===== config.mk =====
export PLATFORM = sky130hd
export DESIGN_NAME = pipelined_execute_stage_unit
export DESIGN_NICKNAME = d
export VERILOG_FILES = /design/src/rtl/pes_pkg.sv /design/src/rtl/pes_alu.sv /design/src/rtl/pes_cond.sv /design/src/rtl/pipelined_execute_stage_unit.sv
export SDC_FILE = /design/constraint.sdc
export NUM_CORES = 1
export LEC_CHECK = 0
export BUFFER_PORTS_ARGS = -buffer_cell sky130_fd_sc_hd__buf_2
export CAP_MARGIN = 20
export CORE_MARGIN = 1.5
export CORE_UTILIZATION = 30
export CTS_CLUSTER_SIZE = 24
export DETAILED_ROUTE_END_ITERATION = 10
export HOLD_SLACK_MARGIN = 0.03
export MAX_ROUTING_LAYER = met4
export PLACE_DENSITY = 0.51
export SLEW_MARGIN = 5
export SYNTH_ARGS = -nofsm -noshare
export SYNTH_HDL_FRONTEND = slang
export SYNTH_SLANG_ARGS = --single-unit

===== constraint.sdc =====
create_clock -name aclk -period 11.3 [get_ports aclk]
set_input_delay 1.695 -clock aclk [delete_from_list [all_inputs] [get_ports aclk]]
set_output_delay 1.695 -clock aclk [all_outputs]
set_load 0.02 [all_outputs]

===== src/rtl/pes_pkg.sv =====
// pes_pkg: encodings, status codes and the flag bundle of the execute stage
// no dependencies; used by every module of the block
`timescale 1ns / 1ps

package pes_pkg;

    // instruction codes
    localparam logic [3:0] IC_RRMOVQ = 4'd2;
    localparam logic [3:0] IC_IRMOVQ = 4'd3;
    localparam logic [3:0] IC_RMMOVQ = 4'd4;
    localparam logic [3:0] IC_MRMOVQ = 4'd5;
    localparam logic [3:0] IC_OPQ    = 4'd6;
    localparam logic [3:0] IC_JXX    = 4'd7;
    localparam logic [3:0] IC_CALL   = 4'd8;
    localparam logic [3:0] IC_RET    = 4'd9;
    localparam logic [3:0] IC_PUSHQ  = 4'd10;
    localparam logic [3:0] IC_POPQ   = 4'd11;

    // alu functions
    localparam logic [3:0] FN_ADD = 4'd0;
    localparam logic [3:0] FN_SUB = 4'd1;
    localparam logic [3:0] FN_AND = 4'd2;
    localparam logic [3:0] FN_XOR = 4'd3;

    // branch / move conditions
    localparam logic [3:0] C_ALWAYS = 4'd0;
    localparam logic [3:0] C_LE     = 4'd1;
    localparam logic [3:0] C_L      = 4'd2;
    localparam logic [3:0] C_E      = 4'd3;
    localparam logic [3:0] C_NE     = 4'd4;
    localparam logic [3:0] C_GE     = 4'd5;
    localparam logic [3:0] C_G      = 4'd6;

    // status codes
    localparam logic [3:0] ST_HLT = 4'd2;
    localparam logic [3:0] ST_ADR = 4'd3;
    localparam logic [3:0] ST_INS = 4'd4;

    localparam logic [3:0] REG_NONE = 4'hf;

    localparam logic [63:0] MINUS_EIGHT = 64'hffff_ffff_ffff_fff8;
    localparam logic [63:0] PLUS_EIGHT  = 64'd8;

    typedef struct packed {
        logic zf;
        logic sf;
        logic of;
    } flags_t;

endpackage


===== src/rtl/pes_alu.sv =====
// pes_alu: operand selection and 64-bit alu with overflow detect
// depends on pes_pkg
`timescale 1ns / 1ps

module pes_alu (
    input  logic [3:0]  icode,
    input  logic [3:0]  ifun,
    input  logic [63:0] val_a,
    input  logic [63:0] val_b,
    input  logic [63:0] val_c,
    output logic [63:0] result,
    output logic        ovf
);

    logic [63:0] op_a;
    logic [63:0] op_b;
    logic [3:0]  fn;

    always_comb begin
        op_a = '0;
        if (icode == pes_pkg::IC_RRMOVQ || icode == pes_pkg::IC_OPQ) begin
            op_a = val_a;
        end else if (icode == pes_pkg::IC_IRMOVQ || icode == pes_pkg::IC_RMMOVQ ||
                     icode == pes_pkg::IC_MRMOVQ) begin
            op_a = val_c;
        end else if (icode == pes_pkg::IC_CALL || icode == pes_pkg::IC_PUSHQ) begin
            op_a = pes_pkg::MINUS_EIGHT;
        end else if (icode == pes_pkg::IC_RET || icode == pes_pkg::IC_POPQ) begin
            op_a = pes_pkg::PLUS_EIGHT;
        end
    end

    always_comb begin
        op_b = '0;
        if (icode == pes_pkg::IC_RMMOVQ || icode == pes_pkg::IC_MRMOVQ ||
            icode == pes_pkg::IC_OPQ || icode == pes_pkg::IC_CALL ||
            icode == pes_pkg::IC_PUSHQ || icode == pes_pkg::IC_RET ||
            icode == pes_pkg::IC_POPQ) begin
            op_b = val_b;
        end
    end

    assign fn = (icode == pes_pkg::IC_OPQ) ? ifun : pes_pkg::FN_ADD;

    always_comb begin
        result = '1;
        ovf    = 1'b0;
        if (fn == pes_pkg::FN_ADD) begin
            result = op_a + op_b;
            ovf    = ~(op_a[63] ^ op_b[63]) & (result[63] ^ op_a[63]);
        end else if (fn == pes_pkg::FN_SUB) begin
            result = op_b - op_a;
            ovf    = (op_a[63] ^ op_b[63]) & (result[63] ^ op_b[63]);
        end else if (fn == pes_pkg::FN_AND) begin
            result = op_a & op_b;
        end else if (fn == pes_pkg::FN_XOR) begin
            result = op_a ^ op_b;
        end
    end

endmodule


===== src/rtl/pes_cond.sv =====
// pes_cond: condition evaluation for jump and conditional move
// depends on pes_pkg (flags_t, condition codes)
`timescale 1ns / 1ps

module pes_cond (
    input  logic [3:0]      icode,
    input  logic [3:0]      ifun,
    input  pes_pkg::flags_t flags,
    output logic            cnd
);

    logic lt;
    logic raw;

    assign lt = flags.sf ^ flags.of;

    always_comb begin
        unique case (ifun)
            pes_pkg::C_ALWAYS: raw = 1'b1;
            pes_pkg::C_LE:     raw = lt | flags.zf;
            pes_pkg::C_L:      raw = lt;
            pes_pkg::C_E:      raw = flags.zf;
            pes_pkg::C_NE:     raw = ~flags.zf;
            pes_pkg::C_GE:     raw = ~lt;
            pes_pkg::C_G:      raw = ~lt & ~flags.zf;
            default:           raw = 1'b0;
        endcase
    end

    assign cnd = raw & (icode == pes_pkg::IC_JXX || icode == pes_pkg::IC_RRMOVQ);

endmodule


===== src/rtl/pipelined_execute_stage_unit.sv =====
// pipelined_execute_stage_unit: top level of the execute stage
// depends on pes_pkg, pes_alu, pes_cond
`timescale 1ns / 1ps

// usage
// - input channel s_*: one execute-register bundle per beat, plus the statuses
//   now held in the memory and writeback stages
// - result channel m_*: the memory-register inputs and the bubble request
// - structure: input register -> operand select / alu / condition -> result
//   register; the condition flags are a register updated when an opq beat
//   passes to the result register and no halt, address or instruction
//   error is downstream, so beats see the flags left by all earlier beats
// - path: an accepted beat waits in the input register until the result
//   register is free or emptying, then moves there and raises m_valid
// - throughput: one beat per cycle while m_ready stays high
// - stall: while m_ready is low the result register holds; the input
//   register still takes one more beat, then s_ready drops until the
//   result is taken
// - reset (aresetn low, synchronous): both stages empty, flags cleared
module pipelined_execute_stage_unit (
    input  logic        aclk,
    input  logic        aresetn,

    input  logic        s_valid,
    output logic        s_ready,
    input  logic [3:0]  s_stat,
    input  logic [3:0]  s_icode,
    input  logic [3:0]  s_ifun,
    input  logic [63:0] s_val_a,
    input  logic [63:0] s_val_b,
    input  logic [63:0] s_val_c,
    input  logic [3:0]  s_dest_e,
    input  logic [3:0]  s_dest_m,
    input  logic [3:0]  s_mem_stage_status,
    input  logic [3:0]  s_wb_stage_status,

    output logic        m_valid,
    input  logic        m_ready,
    output logic [3:0]  m_out_stat,
    output logic [3:0]  m_out_icode,
    output logic        m_cond_true,
    output logic [63:0] m_alu_result,
    output logic [63:0] m_out_val_a,
    output logic [3:0]  m_out_dest_e,
    output logic [3:0]  m_out_dest_m,
    output logic        m_insert_bubble
);

    // input register
    logic        in_valid_reg;
    logic [3:0]  stat_reg, icode_reg, ifun_reg, dest_e_reg, dest_m_reg;
    logic [3:0]  mem_st_reg, wb_st_reg;
    logic [63:0] val_a_reg, val_b_reg, val_c_reg;

    // result register
    logic        out_valid_reg;
    logic [3:0]  o_stat_reg, o_icode_reg, o_dest_e_reg, o_dest_m_reg;
    logic        o_cond_reg, o_bubble_reg;
    logic [63:0] o_result_reg, o_val_a_reg;

    // condition flags
    pes_pkg::flags_t flags_reg, flags_next;

    logic        advance;
    logic [63:0] alu_out;
    logic        alu_ovf;
    logic        cnd;
    logic        blocked;
    logic [3:0]  dest_e_sel;

    // the input stage moves on when the result register is free or emptying
    assign advance = in_valid_reg & (~out_valid_reg | m_ready);
    assign s_ready = ~in_valid_reg | advance;

    pes_alu u_alu (
        .icode  (icode_reg),
        .ifun   (ifun_reg),
        .val_a  (val_a_reg),
        .val_b  (val_b_reg),
        .val_c  (val_c_reg),
        .result (alu_out),
        .ovf    (alu_ovf)
    );

    // flags only change on opq, so the condition always reads the register
    pes_cond u_cond (
        .icode (icode_reg),
        .ifun  (ifun_reg),
        .flags (flags_reg),
        .cnd   (cnd)
    );

    // halt, address error or bad instruction further down the pipe
    assign blocked = mem_st_reg == pes_pkg::ST_HLT || mem_st_reg == pes_pkg::ST_ADR ||
                     mem_st_reg == pes_pkg::ST_INS || wb_st_reg == pes_pkg::ST_HLT ||
                     wb_st_reg == pes_pkg::ST_ADR || wb_st_reg == pes_pkg::ST_INS;

    // a failed conditional move writes no register
    assign dest_e_sel = (icode_reg == pes_pkg::IC_RRMOVQ && !cnd) ? pes_pkg::REG_NONE
                                                                  : dest_e_reg;

    always_comb begin
        flags_next = flags_reg;
        if (advance && icode_reg == pes_pkg::IC_OPQ && !blocked) begin
            flags_next.zf = (alu_out == '0);
            flags_next.sf = alu_out[63];
            flags_next.of = alu_ovf;
        end
    end

    always_ff @(posedge aclk) begin
        if (!aresetn) begin
            in_valid_reg  <= 1'b0;
            out_valid_reg <= 1'b0;
            flags_reg     <= '0;
        end else begin
            flags_reg <= flags_next;
            if (s_ready) begin
                in_valid_reg <= s_valid;
            end
            if (advance) begin
                out_valid_reg <= 1'b1;
            end else if (m_ready) begin
                out_valid_reg <= 1'b0;
            end
        end
    end

    // payload of the input register, loaded on accept
    always_ff @(posedge aclk) begin
        if (s_valid && s_ready) begin
            stat_reg   <= s_stat;
            icode_reg  <= s_icode;
            ifun_reg   <= s_ifun;
            val_a_reg  <= s_val_a;
            val_b_reg  <= s_val_b;
            val_c_reg  <= s_val_c;
            dest_e_reg <= s_dest_e;
            dest_m_reg <= s_dest_m;
            mem_st_reg <= s_mem_stage_status;
            wb_st_reg  <= s_wb_stage_status;
        end
    end

    // payload of the result register
    always_ff @(posedge aclk) begin
        if (advance) begin
            o_stat_reg   <= stat_reg;
            o_icode_reg  <= icode_reg;
            o_cond_reg   <= cnd;
            o_result_reg <= alu_out;
            o_val_a_reg  <= val_a_reg;
            o_dest_e_reg <= dest_e_sel;
            o_dest_m_reg <= dest_m_reg;
            o_bubble_reg <= blocked;
        end
    end

    assign m_valid         = out_valid_reg;
    assign m_out_stat      = o_stat_reg;
    assign m_out_icode     = o_icode_reg;
    assign m_cond_true     = o_cond_reg;
    assign m_alu_result    = o_result_reg;
    assign m_out_val_a     = o_val_a_reg;
    assign m_out_dest_e    = o_dest_e_reg;
    assign m_out_dest_m    = o_dest_m_reg;
    assign m_insert_bubble = o_bubble_reg;

endmodule


* Word-level counts from Yosys, hierarchy flattened
Index checks and enable logic that the tools add are counted.
** Storage, ports and cells
- Register bits :: 371
- Input bits :: 224
- Output and inout port bits :: 148
- Word-level logic and storage cells :: 111
** Cells by class
- Bitwise operators :: 19
- Muxes and demuxes :: 15
- Equal/unequal tests :: 25
- Reduce and logical (&&, ||, !) cells :: 27
- Add/sub/neg operators :: 2
** Operator list (count)
- $mux W64 :: 8
- $add A64 B64 Y64 :: 1
- $and A64 B64 Y64 :: 1
- $logic_not A64 Y1 :: 1
- $sub A64 B64 Y64 :: 1
- $xor A64 B64 Y64 :: 1
- $eq A4 B2 Y1 const B :: 10
- $eq A4 B3 Y1 const B :: 9
- $logic_or A1 B1 Y1 :: 17
- $eq A4 B4 Y1 const B :: 4
- $eq A4 B1 Y1 const B :: 2
- $logic_not A4 Y1 :: 2
- $mux W4 :: 2
- $pmux W1 S7 :: 1
- $and A1 B1 Y1 :: 5
- $not A1 Y1 :: 5
- $logic_and A1 B1 Y1 :: 4
- $mux W1 :: 4
- $xor A1 B1 Y1 :: 4
- $or A1 B1 Y1 :: 3
- $logic_not A1 Y1 :: 2
- $reduce_bool A2 Y1 :: 1

* Longest topological paths before layout
Gate-level depths: netlist of run 1.
- Depth after elaboration :: 14
- Gate-level depth with buffers :: 26
- Gate-level depth less buffers :: 22

* Modules after synthesis
Synthesis of run 1 repeated with hierarchy kept, for this count alone.
** Second synthesis, totals
- Cells, all modules :: 2317
- Area, all modules :: 23532.6 um^2
** By module, submodules not included
- pes_alu :: seq. area each 0.0 um^2, area an instance 11971.5 um^2, times used 1, cells an instance 1876
- pipelined_execute_stage_unit :: seq. area each 11090.6 um^2, area an instance 11468.5 um^2, times used 1, cells an instance 430
- pes_cond :: seq. area each 0.0 um^2, area an instance 92.6 um^2, times used 1, cells an instance 11

* Worst setup path before layout of run 1
No wires, ideal clock.
- Path kind :: input to register
- Start :: input m_ready
- End :: register o_result_reg[0], in the netlist m_alu_result[0], enable pin
- Arrival :: 7.834 ns
- Cell stages on the path :: 2
- Required time :: 10.647 ns
- Buffers on the path :: 0
- Library setup time :: 0.653 ns
- Path slack :: 2.813 ns
- Cells stage by stage :: nor2b_1 nor2_1
** On the way
- Longest elaborated chain between the ends :: 2
** Ends and longest elaborated chain
- from (decl) :: line pipelined_execute_stage_unit.sv:38 : input logic m_ready,
- $or A1 B1 Y1 :: line pipelined_execute_stage_unit.sv:72 : assign advance = in_valid_reg & (~out_valid_reg | m_ready);
- $and A1 B1 Y1 :: line pipelined_execute_stage_unit.sv:72
- named net advance :: line pipelined_execute_stage_unit.sv:64 : logic advance;
- to (signal assigned) :: line pipelined_execute_stage_unit.sv:151 : o_result_reg <= alu_out;
- to (decl) :: line pipelined_execute_stage_unit.sv:59 : logic [63:0] o_result_reg, o_val_a_reg;
The timed path passes the listed nets, and every way through them passes these cells.
A chain may end at the register's enable or synchronous reset.

* Worst setup path in the final report of run 1
- Start :: register icode_reg[1]
- End :: register flags_reg[2] (netlist bit)
** On the way
- Longest elaborated chain between the ends :: 14
- Elaborated cells between the ends (all ways) :: 41
- Classes of those cells :: add/sub (2); eq/ne (12); mux (10); bitwise (2); reduce/logical (15)
** Ends and longest elaborated chain
- from (decl) :: line pipelined_execute_stage_unit.sv:51 : logic [3:0] stat_reg, icode_reg, ifun_reg, dest_e_reg, dest_m_reg;
- from (signal assigned) :: line pipelined_execute_stage_unit.sv:133 : icode_reg <= s_icode;
- branches (longest 12 deep; another with $sub A64 B64 Y64)
- $mux W64 (*) :: line pes_alu.sv:48 : if (fn == pes_pkg::FN_ADD) begin
- named net alu_out[54] :: line pipelined_execute_stage_unit.sv:65 : logic [63:0] alu_out;
- $logic_not A64 Y1 (*) :: line pipelined_execute_stage_unit.sv:105 : flags_next.zf = (alu_out == '0);
- to (signal assigned) :: line pipelined_execute_stage_unit.sv:117 : flags_reg <= flags_next;
- to (decl) :: line pipelined_execute_stage_unit.sv:62 : pes_pkg::flags_t flags_reg, flags_next;
Mark *: on every way through the listed nets, which the timed path passes.

==> reports/results.tsv, run 1 <==
metric	value	unit
rows	105	
ant_nets	0	
grt_max_degree	66	
rsz0062_at_grt	false	
finalWorstPathRequiredPeriod	8.78	ns
syn-mean-instance-area	9.47	um2
design_area	29500	um2
finalSetupViolCount	0	
critPathArrivalTime	9.29	ns
hold_violations	0	
drive_gt1_share	18.9	%
cp.required	11.81	ns
crit_fanout	30	
tightest_slew	1.17	ns
yosys_most_used_dff	edfxtp_1	
syn_inst	2638	
cts_hold_buf	0	
core	82200	um2
die_height	292	um
cts_setup_buffers	0	
slew_headroom	22.0	%
root_buffer	clkbuf_16	
avgViaCountPerCell	5.75	
setup_slack	2.52	ns
synthesis.area	25000	um2
synth_fp_nets	2984	
setup_tns	0	ns
htreeDepth	2	
yosys_register_bits	371	
dieArea	85000	um2
start_util	30.4	%
crit_path_end_kind	flop	
hpwl	83200	um
place_ws	2.81	ns
ys_warn_count	0	
drc_errors	0	
drt-initial-drc-count	2592	
timing.fmax	114	MHz
path_class	flop to flop	
synthDistinctLibCells	115	
ir_drop	0.000113	V
cts_tree	built	
fill_cells	8508	
grt_overflow_total	0	
maxCapViolCount	0	
fin_hold_ws	0.421	ns
antenna_found_initial	8	
synth-edff-count	366	
cts_sinks	371	
clkLatencyLatePin	0.60	ns
hold_path_class	flop to flop	
io_pins	372	
io_buffers	371	
crit_path_start_kind	flop	
fin_skew	0.0200	ns
grt_pass1_wl	155000	um
p_leak	11.6	nW
multi_input_area	12800	um2
firstDrtPassIters	6	
detail_route.wl_per_cell	26.7	um
clk_pin_slew_worst_paths	0.06	ns
wirelength	109000	um
power.total	0.00433	W
clockBufferDepth	3	
area_growth	18.0	%
first_global_vias	22000	
dpl_cell_area	28000	um2
cts_resized	0	
post-route-period-util	77.7	%
grt_use_total	25.3	%
cts_buffers	44	
ff_latch_area	11100	um2
routabilityCongestion	1.02	
slew_viol_final	0	
vias	23400	
die_w	292	um
synth_seq_area_share	44.4	%
status	finished, final reports clean	
nNetsFinal	3308	
cellPowerDensity	147	nW/um2
async_reset_ff_share	0	%
[cells in the final DEF, fill, tap and decap left out, drive strengths merged, types with 32 or more instances in the layout]
cell,instances
nor3,78
nand2,241
clkbuf,53
nor4,34
ha,122
buf,412
nand2b,46
edfxtp,366
mux2i,33
inv,163
a21oi,224
xnor2,40
and2,99
a31oi,41
o31ai,32
o21ai,185
nand3,54
nor2,202
nor2b,38
[per-layer routing]
metal  vias to the layer above  routed length [um]  global-route usage [%]
li1                      10600                   -                       -
met1                     11400               47500                    34.4
met2                      1231               48500                    38.3
met3                       189                8490                    3.86
met4                         0                4240                    8.92
met5                         -                   0                       -
[per-stage QoR]
stage / instances / util (%)
CTS: 4066 / 35.8
global route: 4074 / 35.8
floorplan: 2638 / -
finish: 4074 / 35.8
global placement: 3986 / 34.0
detailed placement: 3986 / 34.0
[where the power goes]
part / switching (W) / internal [W]
clock network: 0.000620 / 0.000822
registers: 0.0000433 / 0.00162
logic: 0.000842 / 0.000386
total: 0.00151 / 0.00283
[cells in the mapped netlist, drive strengths merged (13+ instances only)]
library cell | instances | share of area, %
nor4 | 34 | 0.90
nor2 | 202 | 3.1
o22ai | 23 | 0.58
and3 | 24 | 0.60
nor2b | 38 | 0.95
inv | 159 | 2.4
ha | 122 | 6.1
nand3 | 54 | 1.1
and2 | 99 | 2.5
o31ai | 32 | 0.98
nand2b | 46 | 1.2
a211o | 13 | 0.46
a21o | 30 | 0.90
edfxtp | 366 | 44
nand4 | 21 | 0.53
o21a | 15 | 0.45
o221ai | 22 | 0.80
o21ai | 185 | 3.8
buf | 26 | 0.66
or2 | 16 | 0.40
mux2i | 33 | 1.3
nor3 | 78 | 1.6
a211oi | 30 | 0.99
o21bai | 30 | 0.90
xnor2 | 40 | 1.4
a21oi | 224 | 4.5
a31oi | 41 | 1.1
o211ai | 24 | 0.76
or3 | 20 | 0.50
clkbuf | 108 | 1.6
a221oi | 18 | 0.78
nand2 | 241 | 3.6
[final timing paths]
kind              cells after the start  slack (ns)         start             to
hold reg to reg                       0        0.42   stat_reg[2]  m_out_stat[2]
setup / recovery                     22        2.52  icode_reg[1]   flags_reg[2]
hold / removal                        0        0.42   stat_reg[2]  m_out_stat[2]
setup reg to reg                     22        2.52  icode_reg[1]   flags_reg[2]
[cells by family after synthesis]
group                    Yosys count  synth area share [%]
multiplexers                      41                  1.68
AND/OR/NAND/NOR                  920                  18.6
flip-flops                       371                  44.4
AO/OA/AOI/OAI                    843                  22.9
XOR/XNOR                          46                  1.61
buffers and inverters            294                  4.69
adder cells (fa/ha/maj)          123                  6.15
[layout make-up]
class                   count  share of cell area, %
multi-input cells        1973                   43.4
repair buffers            412                   7.34
clock inverters            27                   1.09
inverters                 160                   2.04
flip-flops and latches    371                   37.6
diodes                      8                 0.0679
well taps                1070                   4.54
clock buffers              53                   3.85
[worst max-delay path: stages, from the launching register on]
cell       delay (ns)
edfxtp_1         0.83
nor2b_1          0.65
and2_2           0.83
buf_4            0.53
nand2_1          0.10
nand2_1          0.10
inv_1            0.05
ha_1             0.39
a21oi_1          0.28
o31a_1           0.23
o21ai_0          0.14
a2111oi_0        0.49
buf_4            0.24
a21oi_1          0.09
o21ai_0          0.74
a21oi_1          0.35
a311o_1          0.44
nor2_1           0.16
xnor2_1          0.13
a21oi_1          0.17
a2111oi_0        1.00
nand4b_1         0.40
o41ai_2          0.29
Power figures use the tool's default switching activity.
==> inputs of run 2 (changes only) <==
==> constraint.sdc (replaced) <==
create_clock -name aclk -period 8.26 [get_ports aclk]
set_input_delay 1.239 -clock aclk [delete_from_list [all_inputs] [get_ports aclk]]
set_output_delay 1.239 -clock aclk [all_outputs]
set_load 0.02 [all_outputs]
==> run 2 against run 1 <==
Total power up 42%. Largest cell class unchanged. Sequential share of layout area down 0.44 points. Clock power up 49%. Non-clock buffer count up 22. Utilization up 0.43 points. Critical path depth down 2. First-iteration DRC count down 5.5%. Register-to-register slack worse by 1.9 ns. Critical path type unchanged. Clock skew up 0.0045 ns. Sequential power up 37%.
==> reports/results.tsv, run 2 (synthesis gave the netlist of run 1 again) <==
metric	value	unit
status	finished, final reports clean	
p_int	0.00402	W
slew_viol_final	0	
root_buffer	clkbuf_16	
crit_path_start_kind	flop	
grt_max_degree	142	
cp.required	8.76	ns
grtUsageMet3	4.49	%
ir_drop	0.000146	V
p_switching	0.00211	W
multi_input_area	12800	um2
clkLatencyLatePin	0.61	ns
htreeDepth	2	
cts_sinks	371	
slew_headroom	19.9	%
busiest_layer	met2	
path_class	flop to flop	
fin_skew	0.0244	ns
clk_pin_slew_worst_paths	0.06	ns
core	82200	um2
power_frac_clock	35.0	%
drc_errors	0	
dp_cells	4008	
detail_route.wl_per_cell	27.3	um
clockBufferDepth	3	
ant_nets	0	
io_buffers	371	
cellPowerDensity	206	nW/um2
pwr-share-seq	37.2	%
antenna_found_initial	10	
die_w	292	um
drt-initial-drc-count	2450	
maxCapViolCount	0	
tightest_slew	1.20	ns
crit_family	simple AND/OR/NAND/NOR gates	
post-route-period-util	92.4	%
rows	105	
hold_violations	0	
cts_resized	0	
area_growth	19.4	%
timing.fmax	131	MHz
wirelength	112000	um
firstDrtPassIters	9	
hold_path_class	flop to flop	
rsz0062_at_grt	false	
grt_pass1_wl	160000	um
cts_setup_buffers	0	
comb_power_share	27.8	%
final_cell_mix	buf_2, edfxtp_1, nand2_1	
ff_latch_area	11100	um2
die_height	292	um
met1_usage	34.6	%
start_util	30.4	%
setup_tns	0	ns
cts_buffers	48	
nNetsFinal	3334	
io_pins	372	
switching_share	34.4	%
hpwl	86900	um
path_buf_inv	1	
crit_path_end_kind	flop	
worstPathCellList	and3b_1 -> o21ai_0 -> o21ai_4 -> buf_16 -> o21ai_0 -> nand2_1 -> ha_1 -> nor3b_1 -> nand3_1 -> a2111oi_2 -> nor3_1 -> nor3_1 -> nor2_1 -> a2111oi_0 -> a21oi_1 -> nor4_1 -> nand4b_1 -> nor4_2 -> nand4b_1 -> o41ai_2	
crit_fanout	23	
routabilityCongestion	1.01	
fin_cells	4105	
grt_overflow_total	0	
avgViaCountPerCell	5.72	
finalSetupViolCount	0	
vias	23500	
final_common_cell	buf_2	
dieArea	85000	um2
drive_gt1_share	19.6	%
cp_slowest_stage_delay	0.85	ns
fill_cells	8445	
crit_slowest_cell	edfxtp_1	
p_leak	11.8	nW
cts_hold_buf	0	
cts_tree	built	
first_global_vias	22600	
finalWorstPathRequiredPeriod	7.63	ns
grt_use_total	26.2	%
use_met2	40.0	%
critPathArrivalTime	8.14	ns
==> run 2: cell types whose count changed in the layout (fill, tap and decap cells not counted), sizes merged <==
cell / before / now
bufinv: 4 / 6
inv: 163 / 164
clkbuf: 53 / 58
clkinvlp: 4 / 6
clkinv: 16 / 15
buf: 412 / 434
==> run 2: routing by layer <==
layer,vias to the layer above,routed length [um]
met4,0,4890
met1,11500,48200
met5,-,0
met3,234,8680
met2,1125,50100
li1,10600,-
==> run 2: worst paths after layout <==
| path | start | endpoint | slack, ns | cells past startpoint |
|---|---|---|---|---|
| min reg2reg | stat_reg[2] | m_out_stat[2] | 0.42 | 0 |
| min | stat_reg[2] | m_out_stat[2] | 0.42 | 0 |
| max | icode_reg[3] | flags_reg[2] | 0.63 | 20 |
| max reg2reg | icode_reg[3] | flags_reg[2] | 0.63 | 20 |
==> run 2: worst reg2reg max path: cells and delay by family (launching register included) <==
kind	cells	cell delay (ns)
flip-flops	1	0.85
buffers and inverters	1	0.26
AO/OA/AOI/OAI	7	2.58
AND/OR/NAND/NOR	11	3.32
adder cells (fa/ha/maj)	1	0.52
==> run 2: stage by stage <==
stage / hold WS [ns] / setup slack (ns) / utilization [%] / instance area, um2 / power [W]
floorplan: 0.400 / 0.229 / - / 25000 / 0.00335
global placement: 0.402 / 0.648 / 34.3 / 28200 / 0.00399
detailed placement: 0.408 / 1.00 / 34.3 / 28200 / 0.00397
CTS: 0.419 / 0.930 / 36.2 / 29800 / 0.00615
global route: 0.423 / 0.290 / 36.3 / 29800 / 0.00637
finish: 0.421 / 0.626 / 36.3 / 29800 / 0.00613
==> run 2: power by group through the flow <==
stage               logic (W)  clock network (W)  registers (W)
finish                0.00171            0.00215        0.00228
global route          0.00182            0.00227        0.00229
CTS                   0.00166            0.00220        0.00228
detailed placement    0.00165                  0        0.00232
global placement      0.00167                  0        0.00232
floorplan            0.000992                  0        0.00236
==> run 2: cell type report <==
type	instances	share of cell area, %
sequential	371	37.2
inverter	160	2.01
multi-input combinational	1973	42.9
clock inverter	31	1.20
timing repair buffer	434	7.99
clock buffer	58	4.15
antenna	8	0.0671
tap	1070	4.49
